<file path="src/design/drrx_pkg.sv">
// Package for the DMX512/RDM frame receiver: sizes, byte codes, state and
// event encodings, and the structs passed between the receiver's modules.
// No dependencies.
package drrx_pkg;

  localparam int UNIVERSE_SLOTS   = 512;
  localparam int RDM_BUFFER_BYTES = 512;
  localparam int RDM_RING_ENTRIES = 4;
  localparam int UID_BYTES        = 6;

  localparam int POS_W  = 10;
  localparam int RING_W = 2;
  localparam int TS_W   = 32;
  localparam int CNT_W  = 32;
  localparam int SUM_W  = 16;
  localparam int DCNT_W = 5;
  localparam int MIN_W  = 10;
  localparam int CFG_W  = 10;

  localparam logic [7:0] SC_DMX         = 8'h00;
  localparam logic [7:0] SC_RDM         = 8'hCC;
  localparam logic [7:0] DISC_PREAMBLE  = 8'hFE;
  localparam logic [7:0] DISC_SEPARATOR = 8'hAA;
  localparam logic [7:0] RDM_SUB_START  = 8'h01;

  localparam logic [DCNT_W-1:0] DISC_UID_LEN = DCNT_W'(2 * UID_BYTES);
  localparam logic [DCNT_W-1:0] DISC_CS_LEN  = DCNT_W'(4);
  localparam logic [POS_W-1:0]  POS_UNIVERSE_END = POS_W'(UNIVERSE_SLOTS);
  localparam logic [POS_W-1:0]  POS_RDM_LIMIT    = POS_W'(RDM_BUFFER_BYTES);
  localparam logic [POS_W-1:0]  POS_SUB_CODE     = POS_W'(1);
  localparam logic [POS_W-1:0]  POS_LENGTH       = POS_W'(2);
  localparam logic [POS_W-1:0]  POS_MIN_LENGTH   = POS_W'(3);
  localparam logic [RING_W-1:0] RING_LAST        = RING_W'(RDM_RING_ENTRIES - 1);
  localparam logic [MIN_W-1:0]  MIN_SLOT_RESET   = MIN_W'(44);

  typedef enum logic [0:0] {
    REG_DISC_ENABLE = 1'b0,
    REG_MIN_SLOT    = 1'b1
  } cfg_reg_t;

  typedef enum logic [1:0] {
    REQ_BYTE  = 2'd0,
    REQ_BREAK = 2'd1,
    REQ_TICK  = 2'd2,
    REQ_NONE  = 2'd3
  } req_type_t;

  typedef enum logic [2:0] {
    BC_ZERO      = 3'd0,
    BC_RDM_SC    = 3'd1,
    BC_PREAMBLE  = 3'd2,
    BC_SEPARATOR = 3'd3,
    BC_OTHER     = 3'd4
  } byte_class_t;

  typedef enum logic [3:0] {
    ST_IDLE  = 4'd0,
    ST_BREAK = 4'd1,
    ST_DMX   = 4'd2,
    ST_RDM   = 4'd3,
    ST_CSH   = 4'd4,
    ST_CSL   = 4'd5,
    ST_DPRE  = 4'd6,
    ST_DUID  = 4'd7,
    ST_DCS   = 4'd8
  } rx_state_t;

  typedef enum logic [2:0] {
    FE_NONE     = 3'd0,
    FE_DMX_DONE = 3'd1,
    FE_RDM_OK   = 3'd2,
    FE_RDM_BAD  = 3'd3,
    FE_DISC     = 3'd4,
    FE_OVERRUN  = 3'd5
  } frame_event_t;

  typedef struct packed {
    req_type_t       kind;
    byte_class_t     bclass;
    logic [7:0]      data;
    logic [TS_W-1:0] ts;
  } cmd_t;

  typedef struct packed {
    logic            we;
    cfg_reg_t        index;
    logic [CFG_W-1:0] data;
  } cfg_wr_t;

  typedef struct packed {
    logic             write_valid;
    logic             write_target;
    logic [POS_W-1:0] write_index;
    logic [7:0]       write_data;
    logic [RING_W-1:0] rdm_slot;
    frame_event_t     frame_event;
    logic [POS_W-1:0] last_frame_slots;
    logic [TS_W-1:0]  break_to_break_us;
    logic [TS_W-1:0]  slot_gap_us;
    rx_state_t        receive_state;
    logic [CNT_W-1:0] dmx_packet_count;
    logic [CNT_W-1:0] rdm_packet_count;
  } result_t;

endpackage

</file>
<file path="src/design/drrx_front.sv">
// Front end of the frame receiver: takes UART events, classifies the request
// and the byte value, and holds them in a two-entry command queue.
// Depends on drrx_pkg.
module drrx_front import drrx_pkg::*; (
  input  logic            clk,
  input  logic            rst_n,
  input  logic            push,
  output logic            full,
  input  logic [1:0]      in_req_type,
  input  logic [7:0]      in_data_byte,
  input  logic [TS_W-1:0] in_timestamp_us,
  output logic            cmd_valid,
  input  logic            cmd_pop,
  output cmd_t            cmd
);

  cmd_t       q_r [2];
  logic       wr_ptr_r, rd_ptr_r;
  logic [1:0] count_r;
  logic [1:0] count_nxt;
  cmd_t       cmd_in;
  logic       do_push, do_pop;

  always_comb begin
    cmd_in.kind = req_type_t'(in_req_type);
    cmd_in.data = in_data_byte;
    cmd_in.ts   = in_timestamp_us;
    case (in_data_byte)
      SC_DMX:         cmd_in.bclass = BC_ZERO;
      SC_RDM:         cmd_in.bclass = BC_RDM_SC;
      DISC_PREAMBLE:  cmd_in.bclass = BC_PREAMBLE;
      DISC_SEPARATOR: cmd_in.bclass = BC_SEPARATOR;
      default:        cmd_in.bclass = BC_OTHER;
    endcase
  end

  assign full      = (count_r == 2'd2);
  assign cmd_valid = (count_r != 2'd0);
  assign do_push   = push && !full;
  assign do_pop    = cmd_pop && cmd_valid;
  assign cmd       = q_r[rd_ptr_r];

  always_comb begin
    case ({do_push, do_pop})
      2'b10:   count_nxt = count_r + 2'd1;
      2'b01:   count_nxt = count_r - 2'd1;
      default: count_nxt = count_r;
    endcase
  end

  always_ff @(posedge clk) begin
    if (!rst_n) begin
      wr_ptr_r <= 1'b0;
      rd_ptr_r <= 1'b0;
      count_r  <= 2'd0;
    end else begin
      if (do_push) wr_ptr_r <= !wr_ptr_r;
      if (do_pop)  rd_ptr_r <= !rd_ptr_r;
      count_r <= count_nxt;
    end
  end

  always_ff @(posedge clk) begin
    if (do_push) q_r[wr_ptr_r] <= cmd_in;
  end

endmodule

</file>
<file path="src/design/drrx_engine.sv">
// Back end of the frame receiver: the framing state machine, checksum, ring
// head, timing measurements and packet counters. One command per cycle while the result queue has room.
// Depends on drrx_pkg.
module drrx_engine import drrx_pkg::*; (
  input  logic    clk,
  input  logic    rst_n,
  input  cfg_wr_t cfg_wr,
  input  logic    cmd_valid,
  output logic    cmd_pop,
  input  cmd_t    cmd,
  input  logic    res_ready,
  output logic    res_push,
  output result_t res
);

  logic              disc_en_r;
  logic [MIN_W-1:0]  min_slot_r;

  rx_state_t         state_r, state_nxt;
  logic [POS_W-1:0]  pos_r, pos_nxt;
  logic [SUM_W-1:0]  sum_r, sum_nxt;
  logic [RING_W-1:0] ring_r, ring_nxt;
  logic [DCNT_W-1:0] dcnt_r, dcnt_nxt;
  logic [7:0]        len_r, len_nxt;
  logic [7:0]        sub_r, sub_nxt;
  logic [TS_W-1:0]   last_time_r, last_time_nxt;
  logic [TS_W-1:0]   brk_time_r, brk_time_nxt;
  logic [TS_W-1:0]   dmx_brk_r, dmx_brk_nxt;
  logic              brk_was_dmx_r, brk_was_dmx_nxt;
  logic [TS_W-1:0]   gap_r, gap_nxt;
  logic [POS_W-1:0]  slots_r, slots_nxt;
  logic [TS_W-1:0]   b2b_r, b2b_nxt;
  logic [CNT_W-1:0]  dmx_cnt_r, dmx_cnt_nxt;
  logic [CNT_W-1:0]  rdm_cnt_r, rdm_cnt_nxt;

  logic              fire;
  logic              rdm_side, overrun, tick_expired, rdm_len_hit;
  logic [TS_W-1:0]   elapsed, gap_clamped;
  logic [POS_W-1:0]  pos_inc;
  logic [7:0]        len_eff;
  logic [DCNT_W-1:0] dcnt_inc;
  logic [SUM_W-1:0]  sum_add, sum_csh, sum_csl;
  logic [RING_W-1:0] ring_inc;

  assign fire     = cmd_valid && res_ready;
  assign cmd_pop  = fire;
  assign res_push = fire;

  always_ff @(posedge clk) begin
    if (!rst_n) begin
      disc_en_r  <= 1'b1;
      min_slot_r <= MIN_SLOT_RESET;
    end else if (cfg_wr.we) begin
      case (cfg_wr.index)
        REG_DISC_ENABLE: disc_en_r  <= cfg_wr.data[0];
        REG_MIN_SLOT:    min_slot_r <= cfg_wr.data[MIN_W-1:0];
        default: ;
      endcase
    end
  end

  // Shared arithmetic for the current command.
  assign rdm_side     = state_r inside {ST_RDM, ST_CSH, ST_CSL, ST_DPRE, ST_DUID, ST_DCS};
  assign overrun      = rdm_side && (pos_r >= POS_RDM_LIMIT);
  assign elapsed      = cmd.ts - last_time_r;
  assign gap_clamped  = (elapsed < TS_W'(min_slot_r)) ? TS_W'(min_slot_r) : elapsed;
  assign tick_expired = (state_r == ST_DMX) && (elapsed > gap_r);
  assign pos_inc      = pos_r + POS_W'(1);
  // The length byte counts only once it has actually been received.
  assign len_eff      = (pos_r == POS_LENGTH) ? cmd.data : len_r;
  assign rdm_len_hit  = (pos_inc >= POS_MIN_LENGTH) && (pos_inc == POS_W'(len_eff));
  assign dcnt_inc     = dcnt_r + DCNT_W'(1);
  assign sum_add      = sum_r + SUM_W'(cmd.data);
  assign sum_csh      = sum_r - {cmd.data, 8'h00};
  assign sum_csl      = sum_r - SUM_W'(cmd.data);
  assign ring_inc     = (ring_r == RING_LAST) ? '0 : ring_r + RING_W'(1);

  always_comb begin
    state_nxt = state_r;
    case (cmd.kind)
      REQ_BREAK: state_nxt = ST_BREAK;
      REQ_TICK:  if (tick_expired) state_nxt = ST_IDLE;
      REQ_BYTE: begin
        if (overrun) begin
          state_nxt = ST_IDLE;
        end else begin
          case (state_r)
            ST_IDLE:  if (disc_en_r && cmd.bclass == BC_PREAMBLE) state_nxt = ST_DPRE;
            ST_BREAK: begin
              case (cmd.bclass)
                BC_ZERO:   state_nxt = ST_DMX;
                BC_RDM_SC: state_nxt = ST_RDM;
                default:   state_nxt = ST_IDLE;
              endcase
            end
            ST_DMX:   if (pos_inc > POS_UNIVERSE_END) state_nxt = ST_IDLE;
            ST_RDM:   if (rdm_len_hit) state_nxt = ST_CSH;
            ST_CSH:   state_nxt = ST_CSL;
            ST_CSL:   state_nxt = ST_IDLE;
            ST_DPRE: begin
              case (cmd.bclass)
                BC_SEPARATOR: state_nxt = ST_DUID;
                BC_PREAMBLE:  state_nxt = ST_DPRE;
                default:      state_nxt = ST_IDLE;
              endcase
            end
            ST_DUID:  if (dcnt_inc == DISC_UID_LEN) state_nxt = ST_DCS;
            ST_DCS:   if (dcnt_inc == DISC_CS_LEN) state_nxt = ST_IDLE;
            default: ;
          endcase
        end
      end
      default: ;
    endcase
  end

  always_comb begin
    pos_nxt         = pos_r;
    sum_nxt         = sum_r;
    ring_nxt        = ring_r;
    dcnt_nxt        = dcnt_r;
    len_nxt         = len_r;
    sub_nxt         = sub_r;
    last_time_nxt   = last_time_r;
    brk_time_nxt    = brk_time_r;
    dmx_brk_nxt     = dmx_brk_r;
    brk_was_dmx_nxt = brk_was_dmx_r;
    gap_nxt         = gap_r;
    slots_nxt       = slots_r;
    b2b_nxt         = b2b_r;
    dmx_cnt_nxt     = dmx_cnt_r;
    rdm_cnt_nxt     = rdm_cnt_r;

    res.write_valid  = 1'b0;
    res.write_target = 1'b0;
    res.write_index  = '0;
    res.write_data   = 8'h00;
    res.frame_event  = FE_NONE;

    case (cmd.kind)
      REQ_BREAK: begin
        brk_time_nxt  = cmd.ts;
        last_time_nxt = cmd.ts;
      end
      REQ_TICK: begin
        if (tick_expired) begin
          slots_nxt       = pos_r - POS_W'(1);
          res.frame_event = FE_DMX_DONE;
        end
      end
      REQ_BYTE: begin
        last_time_nxt = cmd.ts;
        if (overrun) begin
          res.frame_event = FE_OVERRUN;
        end else begin
          case (state_r)
            ST_IDLE: begin
              if (disc_en_r && cmd.bclass == BC_PREAMBLE) begin
                res.write_valid  = 1'b1;
                res.write_target = 1'b1;
                res.write_data   = cmd.data;
                pos_nxt          = POS_W'(1);
              end
            end
            ST_BREAK: begin
              case (cmd.bclass)
                BC_ZERO: begin
                  res.write_valid = 1'b1;
                  pos_nxt         = POS_W'(1);
                  dmx_cnt_nxt     = dmx_cnt_r + CNT_W'(1);
                  if (brk_was_dmx_r) b2b_nxt = brk_time_r - dmx_brk_r;
                  brk_was_dmx_nxt = 1'b1;
                  dmx_brk_nxt     = brk_time_r;
                end
                BC_RDM_SC: begin
                  res.write_valid  = 1'b1;
                  res.write_target = 1'b1;
                  res.write_data   = cmd.data;
                  sum_nxt          = SUM_W'(SC_RDM);
                  pos_nxt          = POS_W'(1);
                  rdm_cnt_nxt      = rdm_cnt_r + CNT_W'(1);
                  brk_was_dmx_nxt  = 1'b0;
                end
                default: brk_was_dmx_nxt = 1'b0;
              endcase
            end
            ST_DMX: begin
              gap_nxt         = gap_clamped;
              res.write_valid = 1'b1;
              res.write_index = pos_r;
              res.write_data  = cmd.data;
              pos_nxt         = pos_inc;
              if (pos_inc > POS_UNIVERSE_END) begin
                slots_nxt       = POS_UNIVERSE_END;
                res.frame_event = FE_DMX_DONE;
              end
            end
            ST_RDM: begin
              res.write_valid  = 1'b1;
              res.write_target = 1'b1;
              res.write_index  = pos_r;
              res.write_data   = cmd.data;
              if (pos_r == POS_SUB_CODE) sub_nxt = cmd.data;
              len_nxt = len_eff;
              sum_nxt = sum_add;
              pos_nxt = pos_inc;
            end
            ST_CSH: begin
              res.write_valid  = 1'b1;
              res.write_target = 1'b1;
              res.write_index  = pos_r;
              res.write_data   = cmd.data;
              pos_nxt          = pos_inc;
              sum_nxt          = sum_csh;
            end
            ST_CSL: begin
              res.write_valid  = 1'b1;
              res.write_target = 1'b1;
              res.write_index  = pos_r;
              res.write_data   = cmd.data;
              pos_nxt          = pos_inc;
              sum_nxt          = sum_csl;
              if (sum_csl == '0 && sub_r == RDM_SUB_START) begin
                ring_nxt        = ring_inc;
                res.frame_event = FE_RDM_OK;
              end else begin
                res.frame_event = FE_RDM_BAD;
              end
            end
            ST_DPRE: begin
              if (cmd.bclass == BC_PREAMBLE || cmd.bclass == BC_SEPARATOR) begin
                res.write_valid  = 1'b1;
                res.write_target = 1'b1;
                res.write_index  = pos_r;
                res.write_data   = cmd.data;
                pos_nxt          = pos_inc;
                if (cmd.bclass == BC_SEPARATOR) dcnt_nxt = '0;
              end
            end
            ST_DUID: begin
              res.write_valid  = 1'b1;
              res.write_target = 1'b1;
              res.write_index  = pos_r;
              res.write_data   = cmd.data;
              pos_nxt          = pos_inc;
              dcnt_nxt         = (dcnt_inc == DISC_UID_LEN) ? '0 : dcnt_inc;
            end
            ST_DCS: begin
              res.write_valid  = 1'b1;
              res.write_target = 1'b1;
              res.write_index  = pos_r;
              res.write_data   = cmd.data;
              pos_nxt          = pos_inc;
              dcnt_nxt         = dcnt_inc;
              if (dcnt_inc == DISC_CS_LEN) begin
                ring_nxt        = ring_inc;
                res.frame_event = FE_DISC;
              end
            end
            default: ;
          endcase
        end
      end
      default: ;
    endcase

    res.rdm_slot          = ring_r;
    res.last_frame_slots  = slots_nxt;
    res.break_to_break_us = b2b_nxt;
    res.slot_gap_us       = gap_nxt;
    res.receive_state     = state_nxt;
    res.dmx_packet_count  = dmx_cnt_nxt;
    res.rdm_packet_count  = rdm_cnt_nxt;
  end

  always_ff @(posedge clk) begin
    if (!rst_n) begin
      state_r       <= ST_IDLE;
      pos_r         <= '0;
      sum_r         <= '0;
      ring_r        <= '0;
      dcnt_r        <= '0;
      len_r         <= 8'h00;
      sub_r         <= 8'h00;
      last_time_r   <= '0;
      brk_time_r    <= '0;
      dmx_brk_r     <= '0;
      brk_was_dmx_r <= 1'b0;
      gap_r         <= '0;
      slots_r       <= '0;
      b2b_r         <= '0;
      dmx_cnt_r     <= '0;
      rdm_cnt_r     <= '0;
    end else if (fire) begin
      state_r       <= state_nxt;
      pos_r         <= pos_nxt;
      sum_r         <= sum_nxt;
      ring_r        <= ring_nxt;
      dcnt_r        <= dcnt_nxt;
      len_r         <= len_nxt;
      sub_r         <= sub_nxt;
      last_time_r   <= last_time_nxt;
      brk_time_r    <= brk_time_nxt;
      dmx_brk_r     <= dmx_brk_nxt;
      brk_was_dmx_r <= brk_was_dmx_nxt;
      gap_r         <= gap_nxt;
      slots_r       <= slots_nxt;
      b2b_r         <= b2b_nxt;
      dmx_cnt_r     <= dmx_cnt_nxt;
      rdm_cnt_r     <= rdm_cnt_nxt;
    end
  end

endmodule

</file>
<file path="src/design/drrx_out_buf.sv">
// Result side of the frame receiver: a two-entry queue of finished results,
// so the engine can run ahead of the consumer by up to two results while pop is held off.
// Depends on drrx_pkg.
module drrx_out_buf import drrx_pkg::*; (
  input  logic    clk,
  input  logic    rst_n,
  input  logic    res_push,
  output logic    res_ready,
  input  result_t res,
  output logic    empty,
  input  logic    pop,
  output result_t head
);

  result_t    q_r [2];
  logic       wr_ptr_r, rd_ptr_r;
  logic [1:0] count_r;
  logic [1:0] count_nxt;
  logic       do_push, do_pop;

  assign res_ready = (count_r != 2'd2);
  assign empty     = (count_r == 2'd0);
  assign do_push   = res_push && res_ready;
  assign do_pop    = pop && !empty;
  assign head      = q_r[rd_ptr_r];

  always_comb begin
    case ({do_push, do_pop})
      2'b10:   count_nxt = count_r + 2'd1;
      2'b01:   count_nxt = count_r - 2'd1;
      default: count_nxt = count_r;
    endcase
  end

  always_ff @(posedge clk) begin
    if (!rst_n) begin
      wr_ptr_r <= 1'b0;
      rd_ptr_r <= 1'b0;
      count_r  <= 2'd0;
    end else begin
      if (do_push) wr_ptr_r <= !wr_ptr_r;
      if (do_pop)  rd_ptr_r <= !rd_ptr_r;
      count_r <= count_nxt;
    end
  end

  always_ff @(posedge clk) begin
    if (do_push) q_r[wr_ptr_r] <= res;
  end

endmodule

</file>
<file path="src/design/dmx512_rdm_frame_receiver.sv">
// DMX512/RDM frame receiver, top level: front end, engine and result queue.
// A result passes through the command queue and the engine and is registered in the
// result queue before it shows on the result ports; the engine stalls while the
// result queue is full. Throughput: one event per cycle while the result queue has
// room. Reset (synchronous, rst_n low) empties both queues, returns the framer
// to idle and clears all counters. Depends on drrx_pkg, drrx_front, drrx_engine
// and drrx_out_buf.
module dmx512_rdm_frame_receiver import drrx_pkg::*; (
  input  logic              clk,
  input  logic              rst_n,
  input  logic              cfg_we,
  input  logic [0:0]        cfg_index,
  input  logic [CFG_W-1:0]  cfg_data,
  input  logic              push,
  output logic              full,
  input  logic [1:0]        in_req_type,
  input  logic [7:0]        in_data_byte,
  input  logic [TS_W-1:0]   in_timestamp_us,
  output logic              empty,
  input  logic              pop,
  output logic              out_write_valid,
  output logic              out_write_target,
  output logic [POS_W-1:0]  out_write_index,
  output logic [7:0]        out_write_data,
  output logic [RING_W-1:0] out_rdm_slot,
  output logic [2:0]        out_frame_event,
  output logic [POS_W-1:0]  out_last_frame_slots,
  output logic [TS_W-1:0]   out_break_to_break_us,
  output logic [TS_W-1:0]   out_slot_gap_us,
  output logic [3:0]        out_receive_state,
  output logic [CNT_W-1:0]  out_dmx_packet_count,
  output logic [CNT_W-1:0]  out_rdm_packet_count
);

  cfg_wr_t cfg_wr;
  cmd_t    cmd;
  logic    cmd_valid, cmd_pop;
  result_t res, head;
  logic    res_push, res_ready;

  assign cfg_wr.we    = cfg_we;
  assign cfg_wr.index = cfg_reg_t'(cfg_index);
  assign cfg_wr.data  = cfg_data;

  drrx_front u_front (
    .clk             (clk),
    .rst_n           (rst_n),
    .push            (push),
    .full            (full),
    .in_req_type     (in_req_type),
    .in_data_byte    (in_data_byte),
    .in_timestamp_us (in_timestamp_us),
    .cmd_valid       (cmd_valid),
    .cmd_pop         (cmd_pop),
    .cmd             (cmd)
  );

  drrx_engine u_engine (
    .clk       (clk),
    .rst_n     (rst_n),
    .cfg_wr    (cfg_wr),
    .cmd_valid (cmd_valid),
    .cmd_pop   (cmd_pop),
    .cmd       (cmd),
    .res_ready (res_ready),
    .res_push  (res_push),
    .res       (res)
  );

  drrx_out_buf u_out_buf (
    .clk       (clk),
    .rst_n     (rst_n),
    .res_push  (res_push),
    .res_ready (res_ready),
    .res       (res),
    .empty     (empty),
    .pop       (pop),
    .head      (head)
  );

  assign out_write_valid       = head.write_valid;
  assign out_write_target      = head.write_target;
  assign out_write_index       = head.write_index;
  assign out_write_data        = head.write_data;
  assign out_rdm_slot          = head.rdm_slot;
  assign out_frame_event       = head.frame_event;
  assign out_last_frame_slots  = head.last_frame_slots;
  assign out_break_to_break_us = head.break_to_break_us;
  assign out_slot_gap_us       = head.slot_gap_us;
  assign out_receive_state     = head.receive_state;
  assign out_dmx_packet_count  = head.dmx_packet_count;
  assign out_rdm_packet_count  = head.rdm_packet_count;

endmodule

</file>
<file path="config.mk">
export PLATFORM = sky130hd
export DESIGN_NAME = dmx512_rdm_frame_receiver
export DESIGN_NICKNAME = d
export VERILOG_FILES = /design/src/design/drrx_pkg.sv /design/src/design/drrx_front.sv /design/src/design/drrx_engine.sv /design/src/design/drrx_out_buf.sv /design/src/design/dmx512_rdm_frame_receiver.sv
export SDC_FILE = /design/constraint.sdc
export NUM_CORES = 1
export LEC_CHECK = 0
export BUFFER_PORTS_ARGS = -buffer_cell sky130_fd_sc_hd__buf_2
export CAP_MARGIN = 20
export CORE_UTILIZATION = 60
export CTS_BUF_LIST = sky130_fd_sc_hd__clkbuf_8 sky130_fd_sc_hd__clkbuf_16
export CTS_CLUSTER_SIZE = 25
export DETAILED_ROUTE_END_ITERATION = 8
export PLACE_DENSITY = 0.79
export SLEW_MARGIN = 20
export SYNTH_ARGS = -nofsm -noshare
export SYNTH_HDL_FRONTEND = slang
export SYNTH_SLANG_ARGS = --single-unit
</file>
<file path="constraint.sdc">
create_clock -name clk -period 25.9 [get_ports clk]
set_input_delay 2.59 -clock clk [delete_from_list [all_inputs] [get_ports clk]]
set_output_delay 2.59 -clock clk [all_outputs]
set_load 0.01 [all_outputs]
</file>
==> results of run 1 <==
==> placed cells by master, fill, tap and decap left out, drive strengths merged, types with 9 or more instances in the layout <==
master	instances
nor2b	16
dfxtp	309
buf	261
o21bai	14
edfxtp	424
nand4	40
ha	138
o211ai	20
nor3	47
nand3	54
a211oi	106
a21boi	10
a21o	36
nor4	10
a2bb2oi	12
and3	32
o31ai	9
nor2	315
nand2	364
mux2i	53
mux2	187
clkinv	23
xnor2	105
a21oi	220
or3	32
o21a	23
xor2	96
nand2b	21
clkbuf	83
inv	223
and2	28
a221oi	10
a31oi	13
o21ai	161
==> cell families (layout without fill, tap and decap cells) <==
| family | after synthesis | count (layout) | share of synthesized area |
|---|---|---|---|
| AND/OR/NAND/NOR | 984 | 984 | 0.1253 |
| flip-flops | 733 | 733 | 0.5334 |
| AO/OA/AOI/OAI | 711 | 711 | 0.1283 |
| buffers and inverters | 354 | 597 | 0.03760 |
| XOR/XNOR | 201 | 201 | 0.04963 |
| multiplexers | 240 | 240 | 0.07432 |
| other | 0 | 2 | 0 |
| adder cells (fa/ha/maj) | 143 | 143 | 0.05150 |
==> flip-flops by register name, indices dropped and copies added (netlist names), 2 cells and up, named ones only <==
register              flops
u_engine.b2b_r           32
u_engine.brk_time_r      32
u_engine.dcnt_r           5
u_engine.dmx_brk_r       32
u_engine.dmx_cnt_r       32
u_engine.gap_r           32
u_engine.last_time_r     32
u_engine.len_r            8
u_engine.min_slot_r      10
u_engine.pos_r           10
u_engine.rdm_cnt_r       32
u_engine.ring_r           2
u_engine.slots_r         10
u_engine.state_r          4
u_engine.sub_r            8
u_engine.sum_r           16
u_front.count_r           2
u_front.q_r              90
u_out_buf.count_r         2
u_out_buf.q_r           334
==> how the worst max path moves through the flow <==
stage                             to  slack (ns)
5_1_grt        u_out_buf.q_r[1][132]       17.93
6_report       u_out_buf.q_r[1][132]       18.43
2_1_floorplan    u_out_buf.q_r[0][0]       17.09
4_1_cts        u_out_buf.q_r[1][132]       18.58
3_5_place_dp   u_out_buf.q_r[1][132]       18.65
3_3_place_gp   u_out_buf.q_r[0][132]       18.90
==> power breakdown <==
group | leakage [nW] | switching (W) | total, W | internal (W)
Combinational | 7.31 | 0.00115 | 0.00192 | 0.000776
Clock | 1.23 | 0.000447 | 0.00104 | 0.000589
Sequential | 6.52 | 0.000101 | 0.00163 | 0.00153
Total | 15.1 | 0.00170 | 0.00459 | 0.00289
==> metal layers <==
layer | vias up | global-route usage
met2 | 788 | 0.4532
met4 | 0 | 0.1145
met5 | - | 0
li1 | 12420 | -
met3 | 158 | 0.03630
met1 | 12300 | 0.3494
==> worst min-delay path: cells and delay by family (launching register included) <==
kind | cells | cell delay (ns)
flip-flops | 1 | 0.30
AND/OR/NAND/NOR | 1 | 0.05
AO/OA/AOI/OAI | 1 | 0.05
==> stage by stage <==
step | instance area (sq um) | hold WS (ns) | total power, W | utilization | std cells
floorplan | 35470 | 0.4317 | 0.002988 | - | 3366
global placement | 37300 | 0.4386 | 0.003509 | 0.6428 | 4237
detailed placement | 37310 | 0.4468 | 0.003548 | 0.6431 | 4238
CTS | 39680 | 0.4544 | 0.004604 | 0.6838 | 4374
global route | 39690 | 0.4782 | 0.004873 | 0.6840 | 4375
finish | 39690 | 0.4493 | 0.004587 | 0.6841 | 4376
==> layout make-up <==
type / instances / area [sq um] / share of cell area
Sequential cell: 733 / 18920 / 0.4767
Tap cell: 765 / 957.2 / 0.02411
Antenna cell: 2 / 5.005 / 0.0001261
Multi-Input combinational cell: 2279 / 15280 / 0.3851
Inverter: 200 / 759.5 / 0.01913
Clock buffer: 83 / 1976 / 0.04977
Timing Repair Buffer: 261 / 1398 / 0.03521
Clock inverter: 53 / 390.4 / 0.009835
==> results.sh, run 1 <==
export IMPL_die_h_um=245.1
export IMPL_cp_cell_sequence="buf_4 -> mux2i_1 -> inv_1 -> ha_1 -> a2111o_1 -> o21a_1 -> a21boi_0 -> o21a_1 -> o21ai_0 -> a211o_1 -> a211oi_1 -> xnor2_1 -> inv_1 -> ha_1 -> nand4_1 -> nor2_1 -> nand3_1 -> nor3_1 -> o21ai_0 -> a2111oi_0 -> o21bai_1 -> nand2_1 -> o21ai_0"
export IMPL_yosys_area_top_type="edfxtp_1"
export IMPL_grt_pass1_wl_mm=128.8
export IMPL_clk_latency_ns=0.63
export IMPL_synth_common_cells="424 x edfxtp_1, 364 x nand2_1, 312 x nor2_1"
export IMPL_rows=88
export IMPL_met1_length_mm=34.21
export IMPL_h_tree_depth=3
export IMPL_topRoutingLayerUsed="met4"
export IMPL_syn_inst=3366
export IMPL_drive_above_1_share=0.1654
export IMPL_detailedPlacementHpwl_mm=54.44
export IMPL_end_kind="flop"
export IMPL_synth_top_cell_area_share=0.3590
export IMPL_start_util=0.6113
export IMPL_vdd_ir_drop_max_uv=74.38
export IMPL_async_reset_ff_frac=0
export IMPL_ios=227
export IMPL_grt_ovfl_total=0
export IMPL_min_to="u_engine.b2b_r[9]"
export IMPL_synthToLayoutAreaGrowth_pct=11.91
export IMPL_synth_edff_count=424
export IMPL_cts_root_buf="clkbuf_16"
export IMPL_hold_buffers=0
export IMPL_yosysMostFrequentCell="edfxtp_1"
export IMPL_cp_num_buf_inv=3
export IMPL_finalClockSkew_ns=0.02911
export IMPL_clkSlewWorstSetupHoldPaths_ns=0.06
export IMPL_route_vias_total=25660
export IMPL_grt_pass1_vias=24780
export IMPL_timing_rr_end="u_out_buf.q_r[1][132]"
export IMPL_ant_nets=0
export IMPL_cts_sinks=733
export IMPL_yosysSeqAreaShare=0.5334
export IMPL_yosysWarnings=0
export IMPL_reg2reg_depth=23
export IMPL_hold_start="u_engine.b2b_r[9]"
export IMPL_p_leak_nw=15.07
export IMPL_setup_viol_count_final=0
export IMPL_ctsResizeCount=0
export IMPL_crit_arrival_ns=7.78
export IMPL_critical_path_top_delay_family="compound AO/OA/AOI/OAI gates"
export IMPL_synth_nets=3567
export IMPL_drt_iter0_markers=2091
export IMPL_hold_path_class="reg -> reg"
export IMPL_clockBufferDepth=3
export IMPL_port_buffers=226
export IMPL_synth_cell_types=83
export IMPL_synth_area_per_cell_sq_um=10.54
export IMPL_antenna_found_initial=1
export IMPL_dr_wl_met3_mm=4.703
export IMPL_rsz0062_at_grt="false"
export IMPL_post_cts_buffers=0
export IMPL_startpoint_type="flop"
export IMPL_clock_fmax_mhz=133.9
export IMPL_wl_per_cell_um=18.51
export IMPL_cp_num_cells=23
export IMPL_hold_viol_final=0
export IMPL_syn_area_sq_mm=0.03547
export IMPL_die_w_um=245.1
export IMPL_finalCriticalPeriod_ns=7.468
export IMPL_finalCritPeriodShare=0.2883
export IMPL_setup_slack_ns=18.43
export IMPL_path_common_cell="o21ai_0"
export IMPL_dp_slack_ns=18.65
export IMPL_dieArea_sq_mm=0.06009
export IMPL_cts_tree="yes"
export IMPL_synth_seq_cells=733
export IMPL_place_congestion=0.9182
export IMPL_routed_wl_met2_mm=39.04
export IMPL_synthFlopType="edfxtp_1"
export IMPL_slew_limit_headroom=0.2005
export IMPL_setup_tns_ns=0
export IMPL_wl_mm=81.00
export IMPL_fillers=4272
export IMPL_drc=0
export IMPL_via_per_inst=5.863
export IMPL_status="finished clean"
export IMPL_final_nets=3749
export IMPL_ys_top_cells_by_area="edfxtp_1 36%, dfxtp_1 17%, mux2_2 5.9%"
export IMPL_slowest_delay_ns=0.65
export IMPL_track_usage=0.2696
export IMPL_rrSetupSlack_ns=18.43
export IMPL_cp_required_ns=26.21
export IMPL_p_per_area_mw_per_mm2=115.6
export IMPL_drv_cap=0
export IMPL_final_max_slew_viol_count=0
export IMPL_drt_pass1_iterations=8
export IMPL_core_area_sq_mm=0.05803
export IMPL_grt_start_max_net_pins=95
export IMPL_crit_type="reg -> reg"
export IMPL_cts_made_buffers=73
export IMPL_critPathSlowestCell="a2111oi_0"
export IMPL_holdPathStages=2
export IMPL_critPathMaxFanout=32
export IMPL_worstMarginPinSlew_ns=1.190
Note: power is estimated with default switching activity, not from simulation.
==> inputs of run 2 (changes only) <==
Settings changed: ABC_AREA from default to 1, CORE_UTILIZATION 60 to 56, PLACE_DENSITY 0.79 to 0.77.
Clock period 25.9 ns to 6.8 ns, I/O delays scaled along.
==> results.sh, run 2 <==
export IMPL_power_share_clock=0.193
export IMPL_finalClockSkew_ns=0.03611
export IMPL_critical_path_top_delay_family="simple AND/OR/NAND/NOR gates"
export IMPL_detailedPlacementHpwl_mm=64.81
export IMPL_die_h_um=260.2
export IMPL_cp_required_ns=7.17
export IMPL_layout_common_cells="838 x nand2_1, 684 x inv_1, 424 x edfxtp_1"
export IMPL_drt_iter0_markers=3043
export IMPL_clock_fmax_mhz=182.4
export IMPL_yosysMostFrequentCell="nand2_1"
export IMPL_final_nets=4690
export IMPL_top_regs="u_out_buf.q_r x334, u_front.q_r x90"
export IMPL_final_common_cell="nand2_1"
export IMPL_synthFlopType="edfxtp_1"
export IMPL_setup_tns_ns=0
export IMPL_synthToLayoutAreaGrowth_pct=12.17
export IMPL_route_vias_total=29970
export IMPL_syn_area_sq_mm=0.03733
export IMPL_grt_start_max_net_pins=205
export IMPL_yosysWarnings=0
export IMPL_synth_nets=4509
export IMPL_grt_pass1_vias=27880
export IMPL_synth_common_cells="838 x nand2_1, 677 x inv_1, 424 x edfxtp_1"
export IMPL_synth_cell_types=56
export IMPL_largest_reg_flops=334
export IMPL_track_usage=0.2746
export IMPL_p_sw_w=0.009721
export IMPL_p_sw_frac=0.4331
export IMPL_final_core_util=0.6358
export IMPL_slowest_delay_ns=0.50
export IMPL_fillers=5473
export IMPL_cp_cell_sequence="inv_2 -> or2_2 -> o21ai_0 -> ha_1 -> inv_1 -> fa_1 -> nand3_1 -> nand3_1 -> nand3_1 -> nand3_1 -> nand2_1 -> nand2_1 -> nand2_1 -> nand2_1 -> ha_1 -> nand2_1 -> nor2_1 -> nand4_1 -> nor4_1 -> a21oi_1 -> nand2_1 -> nand2_1 -> nand3_1 -> nand2_1"
export IMPL_clkSlewWorstSetupHoldPaths_ns=0.06
export IMPL_startpoint_type="flop"
export IMPL_via_per_inst=5.532
export IMPL_path_common_cell="nand2_1"
export IMPL_post_cts_buffers=0
export IMPL_wl_mm=94.19
export IMPL_p_per_area_mw_per_mm2=536.0
export IMPL_port_buffers=226
export IMPL_cts_made_buffers=76
export IMPL_drc=0
export IMPL_ant_nets=0
export IMPL_synth_seq_cells=733
export IMPL_slew_limit_headroom=0.2499
export IMPL_critPathMaxFanout=42
export IMPL_async_reset_ff_frac=0
export IMPL_core_area_sq_mm=0.06586
export IMPL_largest_register="u_out_buf.q_r"
export IMPL_finalCritPeriodShare=0.8063
export IMPL_rrSetupSlack_ns=1.32
export IMPL_cts_sinks=733
export IMPL_dieArea_sq_mm=0.06770
export IMPL_p_leak_nw=18.61
export IMPL_reg2reg_depth=24
export IMPL_drive_above_1_share=0.1327
export IMPL_crit_arrival_ns=5.85
export IMPL_hold_viol_final=0
export IMPL_cts_root_buf="clkbuf_16"
export IMPL_ios=227
export IMPL_drt_pass1_iterations=8
export IMPL_antenna_found_initial=3
export IMPL_worstMarginPinSlew_ns=1.125
export IMPL_rsz0062_at_grt="false"
export IMPL_yosys_area_top_type="edfxtp_1"
export IMPL_ctsResizeCount=0
export IMPL_end_kind="flop"
export IMPL_power_frac_comb=0.486
export IMPL_final_max_slew_viol_count=0
export IMPL_place_congestion=0.9748
export IMPL_synth_top_cell_area_share=0.3410
export IMPL_die_w_um=260.2
export IMPL_cp_num_buf_inv=2
export IMPL_ys_top_cells_by_area="edfxtp_1 34%, dfxtp_1 17%, nand2_1 8.4%"
export IMPL_holdPathStages=1
export IMPL_synth_area_per_cell_sq_um=8.666
export IMPL_setup_viol_count_final=0
export IMPL_grt_pass1_wl_mm=147.6
export IMPL_min_to="u_front.q_r[1][7]"
export IMPL_wl_per_cell_um=17.38
export IMPL_critPathSlowestCell="nand2_1"
export IMPL_rows=94
export IMPL_finalCriticalPeriod_ns=5.483
export IMPL_crit_type="reg -> reg"
export IMPL_synth_edff_count=424
export IMPL_start_util=0.5668
export IMPL_p_int_w=0.01272
export IMPL_h_tree_depth=3
export IMPL_hold_start="in_timestamp_us[7]"
export IMPL_yosysSeqAreaShare=0.5067
export IMPL_drv_cap=0
export IMPL_hold_buffers=0
export IMPL_hold_path_class="in -> reg"
export IMPL_clockBufferDepth=3
export IMPL_clk_latency_ns=0.64
export IMPL_cts_tree="yes"
export IMPL_timing_rr_end="u_out_buf.q_r[1][141]"
export IMPL_grt_ovfl_total=0
export IMPL_status="finished clean"
export IMPL_vdd_ir_drop_max_uv=675.6
export IMPL_syn_inst=4308
export IMPL_p_seq_frac=0.321
[run 2: worst reg2reg max path, stage by stage (launching register included)]
cell and delay, ns:
dfxtp_1 0.35, inv_2 0.32, or2_2 0.41, o21ai_0 0.14, ha_1 0.21, inv_1 0.13
fa_1 0.49, nand3_1 0.12, nand3_1 0.15, nand3_1 0.14, nand3_1 0.13, nand2_1 0.11
nand2_1 0.06, nand2_1 0.06, nand2_1 0.08, ha_1 0.29, nand2_1 0.05, nor2_1 0.13
nand4_1 0.12, nor4_1 0.47, a21oi_1 0.47, nand2_1 0.50, nand2_1 0.11, nand3_1 0.12
nand2_1 0.08
[run 2: metrics by stage]
step / total power (W) / setup WS (ns) / area (sq um) / std cells / hold slack [ns]
final: 0.02244 / 1.317 / 41880 / 5418 / 0.2186
after global placement: 0.01771 / 1.617 / 39250 / 5274 / 0.4209
after CTS: 0.02241 / 1.383 / 41870 / 5417 / 0.1944
after floorplan: 0.01483 / 0.6568 / 37340 / 4308 / 0.4258
after global routing: 0.02415 / 0.9648 / 41870 / 5417 / 0.2094
after detailed placement: 0.01800 / 1.414 / 39250 / 5275 / 0.4317
[run 2: cell families after synthesis]
logic type               synth area share
AO/OA/AOI/OAI                      0.1121
adder cells (fa/ha/maj)           0.04893
XOR/XNOR                          0.02369
multiplexers                      0.05091
flip-flops                         0.5067
buffers and inverters             0.08412
AND/OR/NAND/NOR                    0.1735
[run 2: power groups by stage]
| stage | clock (W) | sequential (W) | combinational, W |
|---|---|---|---|
| floorplan | 0 | 0.00720 | 0.00763 |
| global placement | 0 | 0.00719 | 0.0105 |
| detailed placement | 0 | 0.00727 | 0.0107 |
| CTS | 0.00439 | 0.00719 | 0.0108 |
| global route | 0.00457 | 0.00734 | 0.0122 |
| finish | 0.00434 | 0.00720 | 0.0109 |
[run 2: metal layers]
layer,track usage,wire [um],part of all wire,vias to the layer above
met2,0.4266,42110,0.45,1176
met3,0.03713,7458,0.079,157
li1,-,-,-,14660
met5,0,0,0,-
met1,0.3978,42300,0.45,13980
met4,0.08463,2315,0.025,0
[run 2: final cells by class]
class | count | area, sq um | area share
clock buffer | 86 | 2051 | 0.04897
tap | 864 | 1081 | 0.02582
clock inverter | 56 | 570.5 | 0.01362
sequential | 733 | 18920 | 0.4519
multi-input combinational | 2741 | 15330 | 0.3661
antenna | 1 | 2.502 | 0.00005976
timing repair buffer | 246 | 1321 | 0.03155
inverter | 691 | 2599 | 0.06206
[run 2: worst max path at each step]
| stage | from | end | slack, ns | cells after the start |
|---|---|---|---|---|
| final | flop | u_out_buf.q_r[1][141] | 1.32 | 24 |
| after global routing | flop | u_out_buf.q_r[0][65] | 0.96 | 23 |
| after CTS | flop | u_out_buf.q_r[0][65] | 1.38 | 23 |
| after detailed placement | flop | u_out_buf.q_r[0][65] | 1.41 | 23 |
| after global placement | flop | u_out_buf.q_r[0][65] | 1.62 | 23 |
| after floorplan | u_front.count_r[0] | u_out_buf.q_r[1][0] | 0.66 | 6 |
